<file path="config.mk">
export PLATFORM = sky130hd
export DESIGN_NAME = e2r_queue
export DESIGN_NICKNAME = d
export VERILOG_FILES = /design/src/design/e2r_pkg.sv /design/src/design/e2r_queue.sv
export SDC_FILE = /design/constraint.sdc
export NUM_CORES = 1
export LEC_CHECK = 0
export ABC_AREA = 1
export BUFFER_PORTS_ARGS = -buffer_cell sky130_fd_sc_hd__buf_4
export CORE_MARGIN = 2
export CORE_UTILIZATION = 55
export DETAILED_ROUTE_END_ITERATION = 12
export MAX_ROUTING_LAYER = met4
export PLACE_DENSITY = 0.83
export SLEW_MARGIN = 15
export SYNTH_ARGS = -nofsm -noshare
export SYNTH_HDL_FRONTEND = slang
export SYNTH_SLANG_ARGS = --single-unit
</file>
<file path="constraint.sdc">
create_clock -name clk -period 5.5 [get_ports clk]
set_input_delay 1.1 -clock clk [delete_from_list [all_inputs] [get_ports clk]]
set_output_delay 1.1 -clock clk [all_outputs]
set_load 0.02 [all_outputs]
</file>
<file path="src/design/e2r_pkg.sv">
package e2r_pkg;

	// fixed internal formats
	localparam int CORDIC_STEPS = 16;
	localparam int IFRAC        = 30;
	localparam int OUT_WIDTH    = 16;

	// convention register codes
	localparam logic [1:0] CONV_INTR_123 = 2'd0;
	localparam logic [1:0] CONV_INTR_321 = 2'd1;
	localparam logic [1:0] CONV_EXTR_321 = 2'd2;

	// cordic start value: gain compensation in q30
	localparam logic signed [32:0] CORDIC_GAIN = 33'sd652032874;
	localparam logic signed [31:0] Q30_ONE     = 32'sd1073741824;

	// atan(2^-i), 2^32 per turn
	localparam logic signed [32:0] ATAN_TAB [CORDIC_STEPS] = '{
		33'sh020000000, 33'sh012E4051E, 33'sh009FB385B, 33'sh0051111D4,
		33'sh0028B0D43, 33'sh00145D7E1, 33'sh000A2F61E, 33'sh000517C55,
		33'sh00028BE53, 33'sh000145F2F, 33'sh0000A2F98, 33'sh0000517CC,
		33'sh000028BE6, 33'sh0000145F3, 33'sh00000A2FA, 33'sh00000517D
	};

	typedef logic signed [31:0] q30_t;

	// cosine and sine of roll, pitch and yaw
	typedef struct packed {
		q30_t [2:0] c;
		q30_t [2:0] s;
	} trig_t;

	// row-major 3x3 matrix, entry i*3+j
	typedef q30_t [8:0] mat_t;

	// active right-hand rotation about one axis
	function automatic mat_t elem_rot(input int axis, input q30_t c, input q30_t s);
		mat_t m;
		int u;
		int v;
		m = '0;
		u = (axis + 1) % 3;
		v = (axis + 2) % 3;
		m[axis * 4] = Q30_ONE;
		m[u * 4]    = c;
		m[v * 4]    = c;
		m[u * 3 + v] = -s;
		m[v * 3 + u] = s;
		return m;
	endfunction

endpackage

</file>
<file path="src/design/e2r_queue.sv">
module e2r_queue import e2r_pkg::*; #(
	parameter int DEPTH = 4
) (
	input  logic  clk,
	input  logic  arst_n,
	input  logic  push,
	input  trig_t push_data,
	output logic  full,
	input  logic  pop,
	output trig_t head,
	output logic  empty
);

	localparam int AW = $clog2(DEPTH);

	trig_t          mem_q [DEPTH];
	logic [AW-1:0]  wr_q;
	logic [AW-1:0]  rd_q;
	logic [AW:0]    cnt_q;

	assign full  = (cnt_q == (AW+1)'(DEPTH));
	assign empty = (cnt_q == '0);
	assign head  = mem_q[rd_q];

	// storage
	always_ff @(posedge clk) begin
		if (push) begin
			mem_q[wr_q] <= push_data;
		end
	end

	// pointers and fill count
	always_ff @(posedge clk or negedge arst_n) begin
		if (!arst_n) begin
			wr_q  <= '0;
			rd_q  <= '0;
			cnt_q <= '0;
		end else begin
			if (push) begin
				wr_q <= (wr_q == AW'(DEPTH - 1)) ? '0 : wr_q + 1'b1;
			end
			if (pop) begin
				rd_q <= (rd_q == AW'(DEPTH - 1)) ? '0 : rd_q + 1'b1;
			end
			cnt_q <= cnt_q + (AW+1)'(push) - (AW+1)'(pop);
		end
	end

endmodule

</file>
==> Word level (Yosys, flattened, before mapping) <==
Memories as Yosys holds them, arrays and structs flattened.
Index checks and enable logic that the tools add are counted.
{ "classes": {"addsub": 4, "n_eq_ne": 3, "n_mux": 4, "reduce_logical": 1} }
{ "op_table": {"columns": ["operator", "n"], "rows": [
  ["$add A2 B1 Y2 const B", 2],
  ["$eq A2 B2 Y1 const B", 2],
  ["$mux W2", 2],
  ["$add A3 B1 Y3", 1],
  ["$eq A3 B3 Y1 const B", 1],
  ["$logic_not A3 Y1", 1],
  ["$sub A3 B1 Y3", 1],
  ["$mux W1", 2]
]} }
{ "totals": {"ff_bits": 7, "ram_bits": 768, "out_inout_bits": 194, "word_cells": 16, "mem_count": 1} }
{ "mem_list": {"columns": ["name", "depth", "width", "read_ports", "rd_ports_with_merged_regs", "wr", "line", "text"], "rows": [
  ["mem_q", 4, 192, 1, 0, 1, "e2r_queue.sv:16", "trig_t mem_q [DEPTH];"]
]} }

==> Longest topological paths before layout <==
{ "depth": {"depth_word": 2, "ltp_mapped": 7, "ltp_nobuf": 7} }

==> Worst setup path before layout <==
OpenSTA, ideal clock, no wires.
{ "synth_path": {"kind": "input -> register", "from": "in push", "to": "mem mem_q[2][0] (netlist bit) (enable)", "setup_ns": 0.544, "arrival_time_ns": 4.827, "setup_slack_ns": 0.129, "path_stages": 2, "path_buffers": 0, "cell_sequence": "nand2_1 -> inv_1"} }
{ "synth_via": {"elab_chain_len": 2} }
{ "synth_lines": {"columns": ["item", "line", "text"], "rows": [
  ["start, declared", "e2r_queue.sv:6", "input logic push,"],
  ["$mux W1", "e2r_queue.sv:27", "if (push) begin"],
  ["$mux W1 (implied by the code)", "e2r_queue.sv:28", "mem_q[wr_q] <= push_data;"],
  ["end, declared", "e2r_queue.sv:16", null]
]} }
Every way passes these cells.

==> metrics.txt <==
status completed; Worst EP arrival 3.43 ns; die width roughly 250 um; crit start category register; main combinational cell family by area after synthesis simple AND/OR/NAND/NOR gates; Area growth syn-to-layout 18.6%; Setup Crit Path Kind register to output pin; r2r startpoint wr_q[1]$_DFFE_PN0P_; largest net degree at the start of global routing about 230; final hold vios 0; PortBufs 389; Max Cap Violations 0; first-pass GRT wire length roughly 110 mm; Cell Area, Synth ~0.033 mm2; placed inst area about 0.036 mm2; CP Capture Type output pin; drt drc 0; fraction of layout cells with a size suffix above 1 approximately 15%; CTS tree yes; Std-Cell Rows 89; Crit path largest cell delay approximately 0.78 ns; Yosys Warn Count 0; actual slew at the worst max-slew pin roughly 1.1 ns; period utilization between 80% and 90%; insertion delay to the later sink of the worst-skew pair 0.61 ns; Post-Syn Instances between 3000 and 4000; Final WS setup a little under 1 ns; Peak VDD IR approximately 0.00055 V; hold_buf cts 0; initial DRC count about 1400; RSZ-0062 raised after global routing no; Post-Synthesis Net Count about 3300; Pre-Repair DR Iteration Count 5; vias in the first global route 20700; DP HPWL just over 40 mm; complex-gate fraction of the synthesized area less than 1%; Num Clock Sinks 775; top cell type's share of synthesized area between 70% and 80%; Worst path slowest cell dfrtp_4; post-cts sizing count 0; Synth Area in XOR/XNOR 0%; post-route cell area 0.0388 mm2; nets between 3000 and 4000; Vias 21200; Clock Pin Slew Worst Setup and Hold Paths around 0.06 ns; Tot GR Track Use a little under a quarter; Root Driver clkbuf_16; DRT Wirelength 70.4 mm; initial antenna violation count 6; I/O pins approximately 400; die area 0.0615 mm2; multiplexer area fraction after synthesis 0%; WL/cell 16.5 um; relative slew slack a little under a quarter; Area contributors post-synth edfxtp_1 (70%), nand2_1 (11%), inv_1 (8.9%); Num CTS Buffers 78; via/cell ratio approximately 5.0; worst clock skew 0.0158 ns; Most Frequent Cell on Critical Path nand2_1; setup TNS 0 ns; Worst EP required around 4.4 ns; Setup Buffers After CTS 0; synthesized flop and latch total between 700 and 800; final worst path period need between 4 and 5 ns; area leader, netlist edfxtp_1; register area share after synthesis 71.0%; GP Congestion approximately 0.78; PwrDens 535 mW/mm2; Cell Chain, Critical Path clkinv_8 > buf_12 > nand2_1 > nand3_1 > nand2_1 > buf_4; Clock Path Buffers 3; Starting Density approximately 56%; GRT overflow 0; Tightest Hold Check Type input pin to asynchronous set/reset pin; Pwr Total 0.0208 W; Worst Path Max Fanout about 220; antenna viol nets, final 0; worst setup path startpoint rd_q[0]$_DFFE_PN0P_; Hold WS 0.296 ns; post-synthesis adder-cell area fraction less than 1%; count of cell types in the netlist 18; Synth Area in Simple Gates 17.1%; pre-CTS setup slack approximately 1.7 ns; maximum operating frequency about 0.22 GHz; setup violators final 0; Mean Syn Cell Area approximately 11 um2; # H-tree levels 3; Die Ht around 250 um; core region area 0.0589 mm2; leak pwr 18.0 nW; Slew Limit Fails 0
-- cell usage in the layout (no fill, tap or decap), drive strengths merged, types with 7 or more instances in the layout --
master and n:
edfxtp 768, diode 8, nand3 385, buf 410
nand2 973, dfrtp 7, ha 7, inv 785
clkinv 25, clkbuf 93, bufinv 15
-- layer usage --
layer  wire length [um]  GRT usage (%)  up-vias
met4               2130           8.42        0
met3               6430           5.70      143
met2              35300           39.3      829
met5                  0              -        -
li1                   -              -    10300
met1              26500           27.0     9929
-- sequential cells by signal, indices dropped and copies added (netlist names) --
register  cells
wr_q          2
cnt_q         3
rd_q          2
mem_q       768
-- per-stage QoR --
stage	utilization (%)	cells
after CTS	65.9	4253
after global routing	65.9	4259
after floorplan	-	3058
after detailed placement	61.3	4114
final	65.9	4261
after global placement	61.3	4114
-- worst max-delay path: cells and delay by family, from the launching register on --
family	cells	cell delay, ns
AND/OR/NAND/NOR	3	0.38
buffers and inverters	3	1.42
flip-flops	1	0.78
-- cell usage after synthesis, drive strengths merged --
library cell    n
nand2         973
inv           781
edfxtp        768
nand3         385
buf           125
dfrtp           7
ha              7
o21ai           4
nor2            3
clkbuf          2
fa              1
nand3b          1
nor3            1
-- power by group --
| group | switching (W) | total [W] | internal (W) |
|---|---|---|---|
| Combinational | 0.00492 | 0.00734 | 0.00241 |
| Clock | 0.00218 | 0.00554 | 0.00336 |
| Sequential | 0.000332 | 0.00790 | 0.00757 |
| Total | 0.00743 | 0.0208 | 0.0133 |
-- worst paths after layout --
path	to	slack [ns]	cells after the start
max in group asynchronous	rd_q[0]$_DFFE_PN0P_	5.05	1
min in group clk	cnt_q[2]$_DFF_PN0_	0.58	3
hold reg to reg	cnt_q[2]$_DFF_PN0_	0.58	3
setup / recovery	head[118]	0.97	6
hold / removal	rd_q[1]$_DFFE_PN0P_	0.30	1
setup reg to reg	mem_q[1][145]$_DFFE_PP_	3.10	5
-- final cells by class --
| cell class | instances | area, um2 |
|---|---|---|
| antenna | 8 | 20.0 |
| fill | 4036 | 20100 |
| tap | 773 | 967 |
| sequential | 775 | 23200 |
| clock buffer | 93 | 2030 |
| clock inverter | 46 | 671 |
| inverter | 781 | 2980 |
| multi-input combinational | 1375 | 5730 |
| timing repair buffer | 410 | 3190 |
-- cell families (layout without fill, tap and decap cells) --
kind of cell             Yosys count  count (layout)
AND/OR/NAND/NOR                 1363            1363
buffers and inverters            908            1330
flip-flops                       775             775
adder cells (fa/ha/maj)            8               8
AO/OA/AOI/OAI                      4               4
other                              0               8
(Power assumes the default switching activity.)
